## src/rtl/nstp_pkg.sv

```systemverilog
// ----------------------------------------------------------------------------
// nstp_pkg
// Shared types and codes of the nested scope time profiler.
// ----------------------------------------------------------------------------
`default_nettype none

package nstp_pkg;

	localparam logic [1:0] KIND_BEGIN = 2'd0;
	localparam logic [1:0] KIND_END   = 2'd1;
	localparam logic [1:0] KIND_COUNT = 2'd2;
	localparam logic [1:0] KIND_READ  = 2'd3;

	localparam logic [0:0] REG_ENABLE = 1'b0;

	typedef struct packed {
		logic [3:0]  phase;
		logic [63:0] wall_start;
		logic [63:0] cpu_start;
		logic [63:0] child_time;
	} frame_t;

	typedef struct packed {
		logic [63:0] total;
		logic [63:0] self_time;
		logic [63:0] cpu;
		logic [31:0] calls;
	} acc_t;

endpackage

`default_nettype wire

```

## src/rtl/nstp_acc_mem.sv

```systemverilog
// ----------------------------------------------------------------------------
// nstp_acc_mem
// Per-phase accumulator store with valid bits; unwritten entries read zero.
// ----------------------------------------------------------------------------
`default_nettype none

module nstp_acc_mem
	import nstp_pkg::*;
#(
	parameter int DEPTH = 11,
	parameter int PW    = 4
) (
	input  wire logic          clk,
	input  wire logic          arst_n,
	input  wire logic          re,
	input  wire logic [PW-1:0] raddr,
	output acc_t               rdata,
	input  wire logic          we,
	input  wire logic [PW-1:0] waddr,
	input  wire acc_t          wdata
);

	acc_t             mem [DEPTH];
	acc_t             rd_q;
	logic             rd_vld_q;
	logic [DEPTH-1:0] vld_q;

	always_ff @(posedge clk) begin
		if (we) begin
			mem[waddr] <= wdata;
		end
		if (re) begin
			rd_q <= mem[raddr];
		end
	end

	always_ff @(posedge clk or negedge arst_n) begin
		if (!arst_n) begin
			vld_q    <= '0;
			rd_vld_q <= 1'b0;
		end else begin
			if (we) begin
				vld_q[waddr] <= 1'b1;
			end
			if (re) begin
				rd_vld_q <= vld_q[raddr];
			end
		end
	end

	assign rdata = rd_vld_q ? rd_q : '0;

endmodule

`default_nettype wire

```

## config.mk

```make
export PLATFORM = sky130hd
export DESIGN_NAME = nstp_acc_mem
export DESIGN_NICKNAME = d
export VERILOG_FILES = /design/src/rtl/nstp_pkg.sv /design/src/rtl/nstp_acc_mem.sv
export SDC_FILE = /design/constraint.sdc
export NUM_CORES = 2
export LEC_CHECK = 0
export BUFFER_PORTS_ARGS = -buffer_cell sky130_fd_sc_hd__buf_2
export CORE_MARGIN = 3
export CORE_UTILIZATION = 55
export CTS_CLUSTER_DIAMETER = 150
export DETAILED_ROUTE_END_ITERATION = 7
export PLACE_DENSITY = 0.69
export SYNTH_ARGS = -nofsm -noshare
export SYNTH_HDL_FRONTEND = slang
export SYNTH_SLANG_ARGS = --single-unit
```

## constraint.sdc

```tcl
create_clock -name clk -period 3 [get_ports clk]
set_input_delay 0.45 -clock clk [delete_from_list [all_inputs] [get_ports clk]]
set_output_delay 0.45 -clock clk [all_outputs]
set_load 0.02 [all_outputs]
```

Yosys cells after proc, flatten, opt, wreduce, memory -nomap -nowiden
Memory sizes are Yosys's and may differ from the RTL's. A register that Yosys moved wholly into a read port is not among the register bits. Index checks and enable logic that the tools add are counted.

Register bits after elaboration: 12. Memory bits (writable): 2464. Input bits: 236. Logic and storage cells: 15. Memories: 1.

$lt $le $gt $ge: 3. Mux-type cells: 7. Bitwise operators: 1. Reductions and logical operators: 1.

Memory list: mem (depth 11, bits a word 224, read ports 1, clocked after memory_dff 1, wr ports 1, line nstp_acc_mem.sv:23) `acc_t mem [DEPTH];`.

Operators with widths (count): $mux W224 (1); $or A11 B11 Y11 (1); $lt A4 B5 Y1 const B (2); $bmux W1 S4 (1); $demux W1 S4 (1); $ge A4 B1 Y1 const B (1); $mux W1 (4); $logic_and A1 B1 Y1 (1).

Logic depth before layout (Yosys ltp)
Depth in word-level cells: 5. Depth in mapped cells: 6. Mapped depth without buffers: 3.

Worst setup path before layout
No wires, ideal clock.

Path kind: in2reg. Start point: input waddr[2]. End point: register vld_q[0]. Arrival: 17.384 ns. Path slack: -14.548 ns. Stages on the path: 3. Buffers on the path: 0. Cell sequence: or3b_2 nor3_1 or2_2.

Cells in the longest elaborated chain, start to end: 5. Elaborated cells between the ends (all ways): 6. Classes of those cells: order compare: 2; mux: 2; bitwise: 1; reduce/logical: 1.

Ends and longest elaborated chain: start: declaration (line nstp_acc_mem.sv:19) `input wire logic [PW-1:0] waddr,`; $lt A4 B5 Y1 (implied by the code) / $ge A4 B1 Y1 (equally long branches) (line nstp_acc_mem.sv:43) `vld_q[waddr] <= 1'b1;`; $logic_and A1 B1 Y1 (implied by the code) (line nstp_acc_mem.sv:43); $mux W1 (implied by the code) (line nstp_acc_mem.sv:43); $demux W1 S4 (*) (line nstp_acc_mem.sv:43); $or A11 B11 Y11 (no source line) (*); end signal: assignment (line nstp_acc_mem.sv:39) `vld_q <= '0;`; end signal: indexed assignment (line nstp_acc_mem.sv:43); end: declaration (line nstp_acc_mem.sv:26) `logic [DEPTH-1:0] vld_q;`.

Mark *: on every way between the ends. The rest lies on a longest branch, timed or not. A chain may end at the register's enable or synchronous reset.

==> impl_metrics.ini <==
[synth]
synthMuxAreaShare = 0.123
synthXorXnorAreaFrac = 0
yosysTopAreaCellShare = 0.804
synthArstFlopShare = 0.00444
postSynthCellCount = 4560
yosys.area.top_type = edfxtp_1
synthAdderAreaFrac = 0
synth_area_leaders = edfxtp_1 (80%), mux4_2 (10%), mux2i_1 (2.3%)
synth_seq_cells = 2700
synth_area_per_cell_um2 = 22.0
syn_area_um2 = 100000
synth_compound_gate_area_share = 0.0339
synth.distinct_cells = 25
synth_top_family_by_area = multiplexers
yosysWarnings = 0
yosys.area_share.simple = 0.0242
synth_nets = 4796
synth_edf_count = 2688
yosysSeqAreaShare = 0.807
ys.flop_type = edfxtp_1

[global_route]
grt_antenna_before_repair = 33
grt_start_max_net_pins = 80
grt_pass1_wl_mm = 346
track_usage = 0.253
grt_pass1_vias = 51700
grt-ovfl-total = 0

[critical_path]
slowest_delay_ns = 0.52
slowest_stage = dfrtp_4
required_ns = 2.55
worstSetupPathType = flip-flop to output port
worstPathArrival_ns = 2.32
path_cells = buf_12, and2_1, buf_2
cp-end-kind = output port
start_kind = flip-flop
cp-startpoint = rd_vld_q
cp_max_fo = 61
crit_family = buffers and inverters
worstReg2RegStart = vld_q[9]
worst-path-buf-inv = 2

[detailed_routing]
routed_wl_mm = 235
ant_nets = 0
drtPass1Iterations = 5
vias = 49600
drt_first_iter_violations = 5112
vias_per_cell = 6.11
wl_per_cell_um = 28.9
remaining_drc_errors = 0

[sta]
hold_viol = 0
rsz0062_at_grt = no
finClkSkew_ns = 0.0447
max_freq_mhz = 361
setup_viol = 0
tightest_slew_ns = 0.733
layout_setup_ws_ns = 0.229
drv_slew = 0
slew_headroom = 0.510
period_minus_slack_ns = 2.77
fin_crit_sh = 0.924

[layout]
area_delta_synth_final_pct = 18.7
nNetsFinal = 5774
final_cell_mix = edfxtp_1 (2688), buf_2 (456), mux4_2 (449)
final_cells = 8125
drive_gt1_frac = 0.270
final_common_cell = edfxtp_1

[floorplan]
row_count = 156
ios = 460
dieArea_um2 = 188000
die_w_um = 433
dieHeight_um = 433
initial_core_util = 0.554
coreArea_um2 = 181000

[clocking]
cts_root_buf = clkbuf_16
clkLatencyLatePin_ns = 0.92
clock-sinks = 2700
cts_tree = done
path_clk_slew_ns = 0.06
h-tree-depth = 5
cts_buffers = 283
clock_path_buffers = 4

[power_and_ir_drop]
p_leak_nw = 39.5
vdd_drop_max_mv = 0.562
powerDensity_nw_per_um2 = 678

[min_path]
hold_start = re
hp-class = input pin to flip-flop

[placed_design]
placed_cells = 7394
dp_hpwl_mm = 132
port_buffers = 459
gp_congestion = 0.766
pre_cts_ws_ns = 0.412

[run_status]
run_status = finished, final reports clean

[job]
cap_viol_max_count = 0
-- Yosys cell counts, drive strengths merged (9+ instances only) --
master and n:
edfxtp 2688, nand2 225, buf 114, dfrtp 12, mux2i 227, o211ai 224
clkbuf 135, nor2 9, and2 225, or2 11, a22oi 224, mux4 449
-- final timing paths --
kind	endpoint	slack (ns)	cells after the start
worst max-delay path	rdata[123]	0.23	3
worst min-delay path	rd_q[206]	0.1	1
worst max register to register	rd_vld_q	0.82	5
worst min register to register	vld_q[3]	0.46	1
max in group asynchronous	rd_vld_q	1.88	3
min in group asynchronous	vld_q[9]	0.68	3
-- state kept, by name, indices dropped and copies added, names as in the netlist --
signal / cells
vld_q: 11
rd_vld_q: 1
mem: 2464
rd_q: 224
-- through the flow --
| step | util | hold WS, ns | area (µm²) | TNS (ns) | power [mW] |
|---|---|---|---|---|---|
| 3_5_place_dp | 0.598 | 0.342 | 108000 | 0 | 48.5 |
| 3_3_place_gp | 0.598 | 0.340 | 108000 | 0 | 48.4 |
| 2_1_floorplan | - | 0.154 | 100000 | -5460.69 | 46.2 |
| 4_1_cts | 0.658 | 0.0196 | 119000 | 0 | 81.4 |
| 6_report | 0.658 | 0.0959 | 119000 | 0 | 80.8 |
| 5_1_grt | 0.658 | 0.0505 | 119000 | 0 | 83.3 |
-- worst reg2reg max path, stage by stage, from the launching register on --
cell           delay, ns
dfrtp_1             0.35
mux2i_1             0.07
o211a_1             0.22
dlygate4sd3_1       0.56
o41ai_1             0.30
dlygate4sd3_1       0.59
-- layer usage --
metal	vias to the layer above	routed length, µm	track usage
li1	21000	-	-
met3	370	16700	0.0443
met2	2027	119000	0.415
met5	-	41	0
met1	26200	93400	0.352
met4	8	6330	0.0808
-- where the power goes --
part	leakage, nW	total [mW]	internal (mW)	switching [mW]
Sequential	24.6	42.8	42.6	0.287
Combinational	10.8	5.08	2.03	3.05
Clock	4.17	32.9	19.2	13.7
-- cells by family (layout without fill, tap and decap cells) --
group           count (synthesis)  count (layout)
compound gates                452             452
simple gates                  482             482
other cells                     0              24
mux                           676             676
flops                        2700            2700
buf+inv                       250            1421
-- what timing repair did --
action	4_1_cts	5_1_grt
hold buffers	229	0
setup buffers	0	0
resized for setup	0	0
endpoints found under the hold margin	2477	0
-- layout make-up --
class | instances | area, µm²
antenna | 24 | 60.1
clock buffer | 342 | 7410
clock inverter | 136 | 1170
fill | 11700 | 61900
inverter | 1 | 3.75
multi-input combinational | 1610 | 18300
sequential | 2700 | 81000
tap | 2370 | 2970
timing repair buffer | 942 | 8230
(Power assumes the default switching activity.)
